<file path="src/circular_list_deque_remove_matching_unit_assert.svh">
// Assertion macros shared by the list unit's RTL files.
// Each macro samples on clk and is disabled while arst_n is low.
`ifndef CIRCULAR_LIST_DEQUE_REMOVE_MATCHING_UNIT_ASSERT_SVH
`define CIRCULAR_LIST_DEQUE_REMOVE_MATCHING_UNIT_ASSERT_SVH
`ifndef SYNTHESIS
// Antecedent implies consequent in the same cycle.
`define CLDRM_ASSERT_NOW(label, ante, cons) \
	label: assert property (@(posedge clk) disable iff (!arst_n) (ante) |-> (cons)) \
		else $error("cldrm assertion failed");
// Antecedent implies consequent in the following cycle.
`define CLDRM_ASSERT_NEXT(label, ante, cons) \
	label: assert property (@(posedge clk) disable iff (!arst_n) (ante) |=> (cons)) \
		else $error("cldrm assertion failed");
`else
`define CLDRM_ASSERT_NOW(label, ante, cons)
`define CLDRM_ASSERT_NEXT(label, ante, cons)
`endif
`endif

</file>
<file path="src/cldrm_pkg.sv">
// Package for the list unit: widths, request and status codes, FSM states
// and the command/status structs between controller and datapath. No dependencies.
package cldrm_pkg;

	localparam int unsigned CAPACITY_DEF = 16;
	localparam int unsigned DATA_W       = 32;
	localparam int unsigned COUNT_W      = 5;

	typedef enum logic [1:0] {
		REQ_APPEND = 2'd0,
		REQ_INSERT = 2'd1,
		REQ_REMOVE = 2'd2,
		REQ_DUMP   = 2'd3
	} req_t;

	typedef enum logic [1:0] {
		STAT_OK    = 2'd0,
		STAT_FULL  = 2'd1,
		STAT_EMPTY = 2'd2
	} status_t;

	typedef enum logic [1:0] {
		ST_IDLE,
		ST_SCAN,
		ST_DUMP,
		ST_RESP
	} state_t;

	// Commands from the controller to the datapath.
	typedef struct packed {
		logic accept;
		logic scan_step;
		logic dump_emit;
		logic resp;
	} cmd_t;

	// Status from the datapath to the controller.
	typedef struct packed {
		req_t new_req;
		logic empty;
		logic idx_last;
		logic out_free;
	} stat_t;

endpackage

</file>
<file path="src/cldrm_req_if.sv">
// Request channel: valid/ready handshake carrying one request word.
// Depends on cldrm_pkg.
interface cldrm_req_if;
	logic                                   valid;
	logic                                   ready;
	cldrm_pkg::req_t                        req_type;
	logic signed [cldrm_pkg::DATA_W-1:0]    item_value;

	modport source (output valid, output req_type, output item_value, input ready);
	modport sink (input valid, input req_type, input item_value, output ready);
endinterface

</file>
<file path="src/cldrm_rsp_if.sv">
// Result channel: valid/ready handshake carrying one result word.
// Depends on cldrm_pkg.
interface cldrm_rsp_if;
	logic                                   valid;
	logic                                   ready;
	cldrm_pkg::status_t                     status;
	logic signed [cldrm_pkg::DATA_W-1:0]    entry_value;
	logic [cldrm_pkg::COUNT_W-1:0]          entry_count;
	logic [cldrm_pkg::COUNT_W-1:0]          removed_count;
	logic                                   last;

	modport source (output valid, output status, output entry_value, output entry_count,
		output removed_count, output last, input ready);
	modport sink (input valid, input status, input entry_value, input entry_count,
		input removed_count, input last, output ready);
endinterface

</file>
<file path="src/cldrm_ram.sv">
// Generic single-write, single-read RAM with a registered read port.
// No dependencies.
module cldrm_ram #(
	parameter int unsigned WIDTH = 32,
	parameter int unsigned DEPTH = 16,
	localparam int unsigned ADDR_W = $clog2(DEPTH)
) (
	input  logic              clk,
	input  logic              we,
	input  logic [ADDR_W-1:0] waddr,
	input  logic [WIDTH-1:0]  wdata,
	input  logic              re,
	input  logic [ADDR_W-1:0] raddr,
	output logic [WIDTH-1:0]  rdata
);

	logic [WIDTH-1:0] mem_q [DEPTH];
	logic [WIDTH-1:0] rdata_q;

	// Write port and registered read port.
	always_ff @(posedge clk) begin
		if (we) begin
			mem_q[waddr] <= wdata;
		end
		if (re) begin
			rdata_q <= mem_q[raddr];
		end
	end

	assign rdata = rdata_q;

endmodule

</file>
<file path="src/cldrm_ctrl.sv">
// Controller state machine of the list unit: sequences accept, removal scan,
// dump and single-result responses. Depends on cldrm_pkg and the assertion header.
`include "circular_list_deque_remove_matching_unit_assert.svh"

module cldrm_ctrl (
	input  logic             clk,
	input  logic             arst_n,
	input  logic             req_valid,
	output logic             req_ready,
	input  cldrm_pkg::stat_t st,
	output cldrm_pkg::cmd_t  cmd
);

	cldrm_pkg::state_t state_q;
	cldrm_pkg::state_t state_d;

	// State register.
	always_ff @(posedge clk or negedge arst_n) begin
		if (!arst_n) begin
			state_q <= cldrm_pkg::ST_IDLE;
		end else begin
			state_q <= state_d;
		end
	end

	// Next state and commands.
	always_comb begin
		state_d   = state_q;
		cmd       = '0;
		req_ready = 1'b0;
		case (state_q)
			cldrm_pkg::ST_IDLE: begin
				req_ready = 1'b1;
				if (req_valid) begin
					cmd.accept = 1'b1;
					if (st.new_req == cldrm_pkg::REQ_APPEND ||
						st.new_req == cldrm_pkg::REQ_INSERT || st.empty) begin
						state_d = cldrm_pkg::ST_RESP;
					end else if (st.new_req == cldrm_pkg::REQ_REMOVE) begin
						state_d = cldrm_pkg::ST_SCAN;
					end else begin
						state_d = cldrm_pkg::ST_DUMP;
					end
				end
			end
			cldrm_pkg::ST_SCAN: begin
				cmd.scan_step = 1'b1;
				if (st.idx_last) begin
					state_d = cldrm_pkg::ST_RESP;
				end
			end
			cldrm_pkg::ST_DUMP: begin
				if (st.out_free) begin
					cmd.dump_emit = 1'b1;
					if (st.idx_last) begin
						state_d = cldrm_pkg::ST_IDLE;
					end
				end
			end
			cldrm_pkg::ST_RESP: begin
				if (st.out_free) begin
					cmd.resp = 1'b1;
					state_d  = cldrm_pkg::ST_IDLE;
				end
			end
			default: begin
				state_d = cldrm_pkg::ST_IDLE;
			end
		endcase
	end

	// At most one command is issued per cycle.
	`CLDRM_ASSERT_NOW(a_cmd_onehot, 1'b1, $onehot0(cmd))
	// A dump never starts on an empty list.
	`CLDRM_ASSERT_NEXT(a_dump_nonempty, cmd.accept && st.empty,
		state_q == cldrm_pkg::ST_RESP)
	// A result is only loaded when the output register can take it.
	`CLDRM_ASSERT_NOW(a_load_free, cmd.dump_emit || cmd.resp, st.out_free)

endmodule

</file>
<file path="src/cldrm_dp.sv">
// Datapath of the list unit: ring pointers, counts, entry RAM and the result
// register. Depends on cldrm_pkg, cldrm_ram, cldrm_rsp_if and the assertion header.
`include "circular_list_deque_remove_matching_unit_assert.svh"

module cldrm_dp #(
	parameter int unsigned CAPACITY = cldrm_pkg::CAPACITY_DEF
) (
	input  logic                                clk,
	input  logic                                arst_n,
	input  cldrm_pkg::req_t                     req_type,
	input  logic signed [cldrm_pkg::DATA_W-1:0] item_value,
	input  cldrm_pkg::cmd_t                     cmd,
	output cldrm_pkg::stat_t                    st,
	cldrm_rsp_if.source                         rsp
);

	localparam int unsigned IDX_W = $clog2(CAPACITY);
	localparam int unsigned CNT_W = $clog2(CAPACITY + 1);
	localparam int unsigned SUM_W = CNT_W + 1;
	localparam int unsigned EXT_W = CNT_W + cldrm_pkg::COUNT_W;
	localparam logic [IDX_W-1:0] LAST_IDX = IDX_W'(CAPACITY - 1);
	localparam logic [CNT_W-1:0] CAP_C = CNT_W'(CAPACITY);
	localparam logic [SUM_W-1:0] CAP_S = SUM_W'(CAPACITY);

	// Control state.
	logic [IDX_W-1:0]                 front_q;
	logic [CNT_W-1:0]                 held_q;
	logic [CNT_W-1:0]                 idx_q;
	logic [CNT_W-1:0]                 kept_q;
	logic [IDX_W-1:0]                 rd_ptr_q;
	logic [IDX_W-1:0]                 wr_ptr_q;
	logic                             out_valid_q;
	cldrm_pkg::req_t                  req_q;
	// Payload registers.
	logic [cldrm_pkg::DATA_W-1:0]     val_q;
	cldrm_pkg::status_t               status_q;
	logic [cldrm_pkg::DATA_W-1:0]     value_q;
	logic [cldrm_pkg::COUNT_W-1:0]    count_q;
	logic [cldrm_pkg::COUNT_W-1:0]    removed_q;
	logic                             last_q;

	logic [IDX_W-1:0]                 rd_next;
	logic [IDX_W-1:0]                 wr_next;
	logic [IDX_W-1:0]                 front_dec;
	logic [SUM_W-1:0]                 app_sum;
	logic [IDX_W-1:0]                 app_addr;
	logic [CNT_W-1:0]                 idx_inc;
	logic                             idx_last;
	logic                             is_ins;
	logic                             full;
	logic                             empty;
	logic                             keep;
	logic                             ins_ok;
	logic                             out_free;
	logic                             load;

	logic                             ram_we;
	logic [IDX_W-1:0]                 ram_waddr;
	logic [cldrm_pkg::DATA_W-1:0]     ram_wdata;
	logic                             ram_re;
	logic [IDX_W-1:0]                 ram_raddr;
	logic [cldrm_pkg::DATA_W-1:0]     ram_rdata;

	cldrm_pkg::status_t               status_d;
	logic [cldrm_pkg::DATA_W-1:0]     value_d;
	logic [CNT_W-1:0]                 count_d;
	logic [CNT_W-1:0]                 removed_d;
	logic                             last_d;
	logic [EXT_W-1:0]                 count_ext;
	logic [EXT_W-1:0]                 removed_ext;

	// Ring arithmetic: the append slot sum stays below twice the capacity.
	assign rd_next   = (rd_ptr_q == LAST_IDX) ? '0 : rd_ptr_q + 1'b1;
	assign wr_next   = (wr_ptr_q == LAST_IDX) ? '0 : wr_ptr_q + 1'b1;
	assign front_dec = (front_q == '0) ? LAST_IDX : front_q - 1'b1;
	assign app_sum   = SUM_W'(front_q) + SUM_W'(held_q);
	assign app_addr  = (app_sum >= CAP_S) ? IDX_W'(app_sum - CAP_S) : IDX_W'(app_sum);

	// Flags for the controller.
	assign idx_inc  = idx_q + CNT_W'(1);
	assign idx_last = (idx_inc == held_q);
	assign is_ins   = (req_q == cldrm_pkg::REQ_APPEND) || (req_q == cldrm_pkg::REQ_INSERT);
	assign full     = (held_q == CAP_C);
	assign empty    = (held_q == '0);
	assign keep     = (ram_rdata != val_q);
	assign ins_ok   = cmd.resp && is_ins && !full;
	assign out_free = !out_valid_q || rsp.ready;
	assign load     = cmd.dump_emit || cmd.resp;

	always_comb begin
		st          = '0;
		st.new_req  = req_type;
		st.empty    = empty;
		st.idx_last = idx_last;
		st.out_free = out_free;
	end

	// Entry RAM ports: reads walk the ring, writes compact or insert.
	assign ram_re    = cmd.accept || cmd.scan_step || cmd.dump_emit;
	assign ram_raddr = cmd.accept ? front_q : rd_next;
	assign ram_we    = (cmd.scan_step && keep) || ins_ok;
	assign ram_waddr = cmd.scan_step ? wr_ptr_q :
		((req_q == cldrm_pkg::REQ_APPEND) ? app_addr : front_dec);
	assign ram_wdata = cmd.scan_step ? ram_rdata : val_q;

	cldrm_ram #(
		.WIDTH(cldrm_pkg::DATA_W),
		.DEPTH(CAPACITY)
	) u_ram (
		.clk  (clk),
		.we   (ram_we),
		.waddr(ram_waddr),
		.wdata(ram_wdata),
		.re   (ram_re),
		.raddr(ram_raddr),
		.rdata(ram_rdata)
	);

	// Ring pointers, counts and output valid.
	always_ff @(posedge clk or negedge arst_n) begin
		if (!arst_n) begin
			front_q     <= '0;
			held_q      <= '0;
			idx_q       <= '0;
			kept_q      <= '0;
			rd_ptr_q    <= '0;
			wr_ptr_q    <= '0;
			req_q       <= cldrm_pkg::REQ_APPEND;
			out_valid_q <= 1'b0;
		end else begin
			if (cmd.accept) begin
				req_q    <= req_type;
				idx_q    <= '0;
				kept_q   <= '0;
				rd_ptr_q <= front_q;
				wr_ptr_q <= front_q;
			end
			if (cmd.scan_step) begin
				idx_q    <= idx_inc;
				rd_ptr_q <= rd_next;
				if (keep) begin
					wr_ptr_q <= wr_next;
					kept_q   <= kept_q + CNT_W'(1);
				end
			end
			if (cmd.dump_emit) begin
				idx_q    <= idx_inc;
				rd_ptr_q <= rd_next;
			end
			if (ins_ok) begin
				held_q <= held_q + CNT_W'(1);
				if (req_q == cldrm_pkg::REQ_INSERT) begin
					front_q <= front_dec;
				end
			end
			if (cmd.resp && req_q == cldrm_pkg::REQ_REMOVE && !empty) begin
				held_q <= kept_q;
			end
			if (load) begin
				out_valid_q <= 1'b1;
			end else if (rsp.ready) begin
				out_valid_q <= 1'b0;
			end
		end
	end

	// Result word selection.
	always_comb begin
		status_d  = cldrm_pkg::STAT_OK;
		value_d   = '0;
		count_d   = held_q;
		removed_d = '0;
		last_d    = 1'b1;
		if (cmd.dump_emit) begin
			value_d = ram_rdata;
			last_d  = idx_last;
		end else if (is_ins) begin
			if (full) begin
				status_d = cldrm_pkg::STAT_FULL;
			end else begin
				count_d = held_q + CNT_W'(1);
			end
		end else if (empty) begin
			status_d = cldrm_pkg::STAT_EMPTY;
			count_d  = '0;
		end else begin
			count_d   = kept_q;
			removed_d = held_q - kept_q;
		end
	end

	// Counts leave the block at the field width.
	assign count_ext   = {{cldrm_pkg::COUNT_W{1'b0}}, count_d};
	assign removed_ext = {{cldrm_pkg::COUNT_W{1'b0}}, removed_d};

	// Result payload register.
	always_ff @(posedge clk) begin
		if (cmd.accept) begin
			val_q <= item_value;
		end
		if (load) begin
			status_q  <= status_d;
			value_q   <= value_d;
			count_q   <= count_ext[cldrm_pkg::COUNT_W-1:0];
			removed_q <= removed_ext[cldrm_pkg::COUNT_W-1:0];
			last_q    <= last_d;
		end
	end

	assign rsp.valid         = out_valid_q;
	assign rsp.status        = status_q;
	assign rsp.entry_value   = value_q;
	assign rsp.entry_count   = count_q;
	assign rsp.removed_count = removed_q;
	assign rsp.last          = last_q;

	// The held count never exceeds the capacity.
	`CLDRM_ASSERT_NOW(a_held_bound, 1'b1, held_q <= CAP_C)
	// Survivors of a scan never outnumber the held entries.
	`CLDRM_ASSERT_NOW(a_kept_bound, 1'b1, kept_q <= held_q)
	// The front pointer stays inside the ring.
	`CLDRM_ASSERT_NOW(a_front_range, 1'b1, front_q <= LAST_IDX)
	// A completed removal leaves exactly the surviving entries.
	`CLDRM_ASSERT_NEXT(a_remove_count,
		cmd.resp && req_q == cldrm_pkg::REQ_REMOVE && !empty,
		held_q == $past(kept_q))

endmodule

</file>
<file path="src/circular_list_deque_remove_matching_unit.sv">
// Top level of the bounded ordered list unit.
// Depends on cldrm_pkg, cldrm_req_if, cldrm_rsp_if, cldrm_ctrl and cldrm_dp.
//
// Usage: requests arrive on the req channel (req_type, item_value) and results
// leave on the rsp channel, both valid/ready; a word moves when valid and ready
// are high at a rising clock edge. Append and insert-front give one result
// each. Remove-matching reads one held entry per cycle from the entry RAM
// while compacting survivors in place, and its single result follows the
// scan. A dump streams one word per cycle while the receiver takes them, front
// to back, with last on the final word. Removal and dump on an empty list give
// one empty-status word. A removal or dump occupies the block while the single
// RAM read port walks the ring. One request is in flight at a time; the next
// is accepted as soon as the previous result is loaded into the output
// register, even if that word still waits to be taken. When the receiver holds
// ready low the result stays put and a dump pauses. Reset empties the list at
// once; entry contents are not cleared and no clearing pass runs.
module circular_list_deque_remove_matching_unit #(
	parameter int unsigned CAPACITY = cldrm_pkg::CAPACITY_DEF
) (
	input logic         clk,
	input logic         arst_n,
	cldrm_req_if.sink   req,
	cldrm_rsp_if.source rsp
);

	cldrm_pkg::cmd_t  cmd;
	cldrm_pkg::stat_t st;

	cldrm_ctrl u_ctrl (
		.clk      (clk),
		.arst_n   (arst_n),
		.req_valid(req.valid),
		.req_ready(req.ready),
		.st       (st),
		.cmd      (cmd)
	);

	cldrm_dp #(
		.CAPACITY(CAPACITY)
	) u_dp (
		.clk       (clk),
		.arst_n    (arst_n),
		.req_type  (req.req_type),
		.item_value(req.item_value),
		.cmd       (cmd),
		.st        (st),
		.rsp       (rsp)
	);

endmodule

</file>
<file path="src/flat_wrapper.sv">
// flat-port wrapper written by rule: the top's interface ports become plain ports
module circular_list_deque_remove_matching_unit_flat 
#(
	parameter int unsigned CAPACITY = cldrm_pkg::CAPACITY_DEF
)
  (clk, arst_n, req_valid, req_req_type, req_item_value, req_ready, rsp_valid, rsp_status, rsp_entry_value, rsp_entry_count, rsp_removed_count, rsp_last, rsp_ready);
  cldrm_req_if req_i ();
  cldrm_rsp_if rsp_i ();
  input logic clk;
  input logic arst_n;
  input wire logic [$bits(req_i.valid)-1:0] req_valid;
  input wire logic [$bits(req_i.req_type)-1:0] req_req_type;
  input wire logic [$bits(req_i.item_value)-1:0] req_item_value;
  output wire logic [$bits(req_i.ready)-1:0] req_ready;
  output wire logic [$bits(rsp_i.valid)-1:0] rsp_valid;
  output wire logic [$bits(rsp_i.status)-1:0] rsp_status;
  output wire logic [$bits(rsp_i.entry_value)-1:0] rsp_entry_value;
  output wire logic [$bits(rsp_i.entry_count)-1:0] rsp_entry_count;
  output wire logic [$bits(rsp_i.removed_count)-1:0] rsp_removed_count;
  output wire logic [$bits(rsp_i.last)-1:0] rsp_last;
  input wire logic [$bits(rsp_i.ready)-1:0] rsp_ready;
  assign req_i.valid = req_valid;
  assign req_i.req_type = req_req_type;
  assign req_i.item_value = req_item_value;
  assign req_ready = req_i.ready;
  assign rsp_valid = rsp_i.valid;
  assign rsp_status = rsp_i.status;
  assign rsp_entry_value = rsp_i.entry_value;
  assign rsp_entry_count = rsp_i.entry_count;
  assign rsp_removed_count = rsp_i.removed_count;
  assign rsp_last = rsp_i.last;
  assign rsp_i.ready = rsp_ready;
  circular_list_deque_remove_matching_unit #(.CAPACITY(CAPACITY)) u_core (.clk(clk), .arst_n(arst_n), .req(req_i), .rsp(rsp_i));
endmodule
</file>
<file path="config.mk">
export PLATFORM = sky130hd
export DESIGN_NAME = circular_list_deque_remove_matching_unit_flat
export DESIGN_NICKNAME = d
export VERILOG_FILES = /design/src/cldrm_pkg.sv /design/src/cldrm_req_if.sv /design/src/cldrm_rsp_if.sv /design/src/cldrm_ram.sv /design/src/cldrm_ctrl.sv /design/src/cldrm_dp.sv /design/src/circular_list_deque_remove_matching_unit.sv /design/src/flat_wrapper.sv
export VERILOG_INCLUDE_DIRS = /design/src /design/src/src
export SDC_FILE = /design/constraint.sdc
export NUM_CORES = 1
export LEC_CHECK = 0
export ABC_AREA = 1
export BUFFER_PORTS_ARGS = -buffer_cell sky130_fd_sc_hd__buf_2
export CORE_MARGIN = 4
export CORE_UTILIZATION = 35
export DETAILED_ROUTE_END_ITERATION = 7
export PLACE_DENSITY = 0.55
export SKIP_LAST_GASP = 1
export SLEW_MARGIN = 20
export SYNTH_ARGS = -nofsm -noshare
export SYNTH_HDL_FRONTEND = slang
export SYNTH_SLANG_ARGS = --single-unit
</file>
<file path="constraint.sdc">
create_clock -name clk -period 6.65 [get_ports clk]
set_clock_uncertainty 0.2 [all_clocks]
set_input_delay 0.3325 -clock clk [delete_from_list [all_inputs] [get_ports clk]]
set_output_delay 0.3325 -clock clk [all_outputs]
set_load 0.1 [all_outputs]
</file>
== Yosys cells after proc, flatten, opt, wreduce, memory -nomap -nowiden ==
Memories as Yosys holds them, arrays and structs flattened. A register that Yosys moved wholly into a read port is not among the register bits.
Cells that the tools add are included.
Operators by class
  $add $sub $neg: 9
  $lt $le $gt $ge: 1
  eq/ne operators: 17
  multiplexer cells: 48
  reductions and logical operators: 27
Operators with widths (count)
  5-bit two-way mux: 12
  4-bit two-way mux: 13
  32-bit two-way mux: 1
  32-bit != test: 1
  2-bit two-way mux: 9
  5-bit by 1-bit adder with 5-bit output (second input constant): 3
  1-bit two-way mux: 12
  2-bit != test (second input constant): 5
  4-bit by 1-bit adder with 4-bit output (second input constant): 2
  2-bit equality test (second input constant): 4
  4-bit equality test (second input constant): 2
  1-bit logical OR: 8
  2-bit one-hot mux with 4 select lines: 1
  4-bit by 1-bit subtractor with 4-bit output (second input constant): 2
  4-bit by 5-bit adder with 6-bit output: 1
  2-bit by 1-bit equality test with 1-bit output (second input constant): 3
  6-bit by 5-bit >= comparator with 1-bit output (second input constant): 1
  2-bit zero test: 3
  5-bit equality test: 1
  5-bit equality test (second input constant): 1
  1-bit logical AND: 5
  5-bit zero test: 1
  5-bit AND reduction: 1
  5-bit subtractor: 1
  6 further kinds: 9
Word-level totals
  flip-flop bits (word level): 109
  memory bits (writable): 512
  bits of input ports: 38
  output and inout bits: 47
  memories: 1
Memory list
  u_core.u_dp.u_ram.mem_q: depth 16, width 32, rd ports 1, clocked after memory_dff 1, write ports 1, line cldrm_ram.sv:17  | logic [WIDTH-1:0] mem_q [DEPTH];

== Logic depth before layout (Yosys ltp) ==
  word-level depth: 9
  gate-level depth with buffers: 14

== By module ==
A second synthesis with hierarchy kept.
Unflattened totals
  cells, all modules: 2788
  area, all modules: 28936.5 um^2
By module, submodules not included
  cldrm_ram: times used 1, cells an instance 2120, area each 23050.9 um^2, sequential area each 16335.7 um^2
  cldrm_dp: times used 1, cells an instance 638, area each 5709.2 um^2, sequential area each 3062.9 um^2
  cldrm_ctrl: times used 1, cells an instance 30, area each 176.4 um^2, sequential area each 50.0 um^2

== Least setup slack after synthesis ==
No wires, ideal clock.
  kind: flip-flop to flip-flop
  start: register u_core.u_dp.out_valid_q (netlist: u_core.u_dp.rsp.valid)
  end: memory u_core.u_dp.u_ram.mem_q[3][0] (enable)
  arrival time: 5203 ps
  required time: 6018 ps
  slack: 815 ps
  stages on the path, launching flop included: 7
  buffers on the path: 1
  period minus slack after synthesis: 5835 ps
  cell sequence: dfrtp_1 > inv_1 > nor2_1 > nor2_1 > nand4_1 > clkbuf_1 > a21oi_1
Between the ends
  longest elaborated chain between the ends: 9
RTL lines
  start, declared: line cldrm_dp.sv:32  | logic out_valid_q;
  start signal, assigned: line cldrm_dp.sv:129  | out_valid_q <= 1'b0;
  start signal, assigned: line cldrm_dp.sv:160  | out_valid_q <= 1'b1;
  start signal, assigned: line cldrm_dp.sv:162  | out_valid_q <= 1'b0;
  1-bit zero test: line cldrm_dp.sv:87  | assign out_free = !out_valid_q || rsp.ready;
  1-bit logical OR: line cldrm_dp.sv:87
  1-bit two-way mux: line cldrm_ctrl.sv:61  | if (st.out_free) begin
  1-bit two-way mux: line cldrm_ctrl.sv:31  | case (state_q)
  1-bit logical AND (2 in a row): line cldrm_dp.sv:86  | assign ins_ok = cmd.resp && is_ins && !full;
  1-bit logical OR: line cldrm_dp.sv:101  | assign ram_we = (cmd.scan_step && keep) || ins_ok;
  1-bit two-way mux: line cldrm_ram.sv:22  | if (we) begin
  1-bit two-way mux (implied by the code): line cldrm_ram.sv:23  | mem_q[waddr] <= wdata;
  end, declared: line cldrm_ram.sv:17
No other way between the ends.

== Worst setup path after layout ==
  start: register u_core.u_dp.rd_ptr_q[0]
  end: register u_core.u_dp.u_ram.rdata_q[0] (netlist: u_core.u_dp.u_ram.rdata[0]), read port of u_core.u_dp.u_ram.mem_q, data pin
Between the ends
  longest elaborated chain between the ends: 3
RTL lines
  start, declared: line cldrm_dp.sv:30  | logic [IDX_W-1:0] rd_ptr_q;
  start signal, assigned: line cldrm_dp.sv:135  | rd_ptr_q <= front_q;
  start signal, assigned: line cldrm_dp.sv:140  | rd_ptr_q <= rd_next;
  start signal, assigned: line cldrm_dp.sv:148  | rd_ptr_q <= rd_next;
  4-bit by 1-bit adder with 4-bit output / 4-bit equality test (equally long branches): line cldrm_dp.sv:73  | assign rd_next = (rd_ptr_q == LAST_IDX) ? '0 : rd_ptr_q + 1'b1;
  4-bit two-way mux (*): line cldrm_dp.sv:73
  4-bit two-way mux (*): line cldrm_dp.sv:100  | assign ram_raddr = cmd.accept ? front_q : rd_next;
  end, declared: line cldrm_ram.sv:18  | logic [WIDTH-1:0] rdata_q;
Every way passes the cells marked *; elsewhere a longest branch is shown, timed or not.
A chain may end at the register's enable or synchronous reset.

==> flow_metrics.tcl <==
set metrics [dict create \
    synthArstFlopShare_pct 4.90 \
    die_w_um 295 \
    syn_area_um2 28900 \
    syn_inst 2743 \
    dpl.hpwl_um 45700 \
    cts_tree "done" \
    dieHeight_um 295 \
    ctsResizeCount 0 \
    dpl_worst_slack_ns 2.34 \
    drc 0 \
    drtIter0Drc 1651 \
    drt_wl_total_um 79100 \
    setup_ws_ns 2.30 \
    yosysMostFrequentCell "nand2_1" \
    root_buffer "clkbuf_16" \
    io_buffers 84 \
    worst-path-buf-inv 2 \
    syn_to_final_growth_pct 16.0 \
    yosysTopAreaCell "edfxtp_1" \
    slowest_delay_ns 0.71 \
    post_drt_via_cell_ratio 4.97 \
    gp_congestion 0.872 \
    tightestPinTransition_ns 1.15 \
    grt_pass1_wl_um 119000 \
    relSlewSlack_pct 22.7 \
    synth.top_cell.area_share_pct 64.5 \
    final_hold_viol_count 0 \
    ctsHoldBuffers 38 \
    crit_top_cell "nand3_1" \
    clk_pin_slew_ns 0.06 \
    synth_top_flop_cell "edfxtp_1" \
    max_cap_viol_count 0 \
    worstPathArrival_ns 4.50 \
    start_util_pct 35.3 \
    grt-ovfl-total 0 \
    worstPathMaxFanout 77 \
    yosysUniqueCellTypes 34 \
    crit_type "reg -> reg" \
    period_share_pct 65.4 \
    num_rows 105 \
    ios 85 \
    slowest_stage "inv_4" \
    diodes 0 \
    cp-start-kind "flop" \
    cts_htree_levels 3 \
    slew_violations 0 \
    setup-tns-final_ns 0 \
    grt_max_degree 214 \
    vias 19900 \
    clk-insertion-delay-late_ns 0.61 \
    core_area_um2 82000 \
    wl_per_cell_um 19.8 \
    final_antenna_net_count 0 \
    period_needed_ns 4.35 \
    hold_class "in -> async" \
    die-area_um2 87300 \
    antenna_found_initial 0 \
    cts_made_buffers 70 \
    synthTopCellsByArea "edfxtp_1 (64%), nand2_1 (9.3%), nand3_1 (7.6%), inv_1 (5.9%), dfrtp_1 (2.8%)" \
    rsz0062_at_grt "no" \
    final_core_util_pct 40.9 \
    drtPass1Iterations 5 \
    track_usage_pct 18.0 \
    clock_path_buffers 3 \
    post_cts_buffers 0 \
    synth_edf_count 621 \
    syn_avg_cell_area_um2 10.5 \
    ys_ff_latch 653 \
    cp.required_ns 6.80 \
    setup_viol 0 \
    drive_gt1_share_pct 10.1 \
    cts_num_sinks 653 \
    syn_nets 2797 \
    yosys_warnings 0 \
    fmaxAchievable_ghz 0.230 \
    status "completed" \
    layout.nets 2934 \
    cp_top_family "simple AND/OR/NAND/NOR gates" \
    crit_chain "ha_1 > nand3_1 > nand2_1 > nand2_2 > nand2_8 > inv_4 > buf_4 > nand2_1 > nand3_1 > nand3_1 > nand3_1 > nand2_1" \
    ys_seq_area_share_pct 67.3 \
    grt_pass1_vias 19200 \
    end_kind "flop" \
    synth_common_cells "nand2_1 (716), edfxtp_1 (621), inv_1 (451)" \
]
## cells by family after synthesis
logic type,synth area share [%]
xor gates and xnor gates,1.12
buffers and inverters,8.07
adders and majority gates,0.744
and+or+nand+nor,20.1
AOI/OAI and AO/OA,2.71
DFF,67.3
## flip-flops by register name (all words and copies together), names as in the netlist, 4 cells and up
name and cells:
u_core.u_dp.val_q 32, u_core.u_dp.front_q 4, u_core.u_dp.kept_q 5, u_core.u_dp.held_q 5, u_core.u_dp.u_ram.rdata 32, u_core.u_dp.rsp.removed_count 5
u_core.u_dp.idx_q 5, u_core.u_dp.rsp.entry_count 5, u_core.u_dp.u_ram.mem_q 512, u_core.u_dp.rsp.entry_value 32, u_core.u_dp.rd_ptr_q 4, u_core.u_dp.wr_ptr_q 4
## stage by stage
| stage | instances | instance area (um2) | hold slack (ns) |
|---|---|---|---|
| 4_1_cts | 3996 | 33500 | 0.150 |
| 6_report | 3999 | 33500 | 0.166 |
| 3_3_place_gp | 3835 | 30800 | 0.252 |
| 5_1_grt | 3999 | 33500 | 0.211 |
| 3_5_place_dp | 3837 | 30900 | 0.277 |
| 2_1_floorplan | 2743 | 28900 | -0.163 |
## metal layers
metal  share of wire, %  track usage (%)  up-vias
met5                  0                0        -
met4                2.7             6.00        0
met3                6.5             2.45      138
met2                 46             29.0      709
met1                 45             25.2     9661
li1                   -                -     9356
## worst register-to-register path: stages (launching register included)
cell	delay (ns)
dfrtp_1	0.41
ha_1	0.24
nand3_1	0.10
nand2_1	0.10
nand2_2	0.64
nand2_8	0.54
inv_4	0.76
buf_4	0.60
nand2_1	0.15
nand3_1	0.10
nand3_1	0.08
nand3_1	0.11
nand2_1	0.07
## area by class of cell
class,instances,area [um2]
Clock buffer,87,1850
Clock inverter,34,352
Fill cell,7813,48400
Inverter,459,1730
Multi-Input combinational cell,1503,7370
Sequential cell,653,19400
Tap cell,1070,1340
Timing Repair Buffer,193,1460
## placed cells by master, fill, tap and decap left out, types with 13 or more instances in the layout
cell,n
clkbuf_16,71
edfxtp_1,621
o21ai_0,51
buf_4,64
o211ai_1,37
buf_2,84
a21oi_4,16
nor2_1,80
clkbuf_1,15
nand3_1,437
xor2_1,13
dlygate4sd3_1,38
dfrtp_1,32
xnor2_1,24
nand2_1,715
inv_1,450
ha_1,14
nand3b_1,64
## path summary, 6_finish.rpt
kind	startpoint	end	slack [ns]	cells past startpoint
max in group asynchronous	arst_n	u_core.u_dp.held_q[4]$_DFFE_PN0P_	5.54	2
worst min-delay path	arst_n	u_core.u_dp.rsp.valid$_DFFE_PN0P_	0.17	2
worst max register to register	u_core.u_dp.rd_ptr_q[0]$_DFFE_PN0P_	u_core.u_dp.u_ram.rdata[0]$_DFFE_PP_	2.30	12
min in group clk	req_item_value[26]	u_core.u_dp.val_q[26]$_DFFE_PP_	0.24	2
worst max-delay path	u_core.u_dp.rd_ptr_q[0]$_DFFE_PN0P_	u_core.u_dp.u_ram.rdata[0]$_DFFE_PP_	2.30	12
worst min register to register	u_core.u_dp.kept_q[3]$_DFF_PN0_	u_core.u_dp.held_q[3]$_DFFE_PN0P_	0.35	2
Power is left out: the tool's default activity adds up to more than one toggle a clock period on the data nets, which glitch-free logic cannot reach.
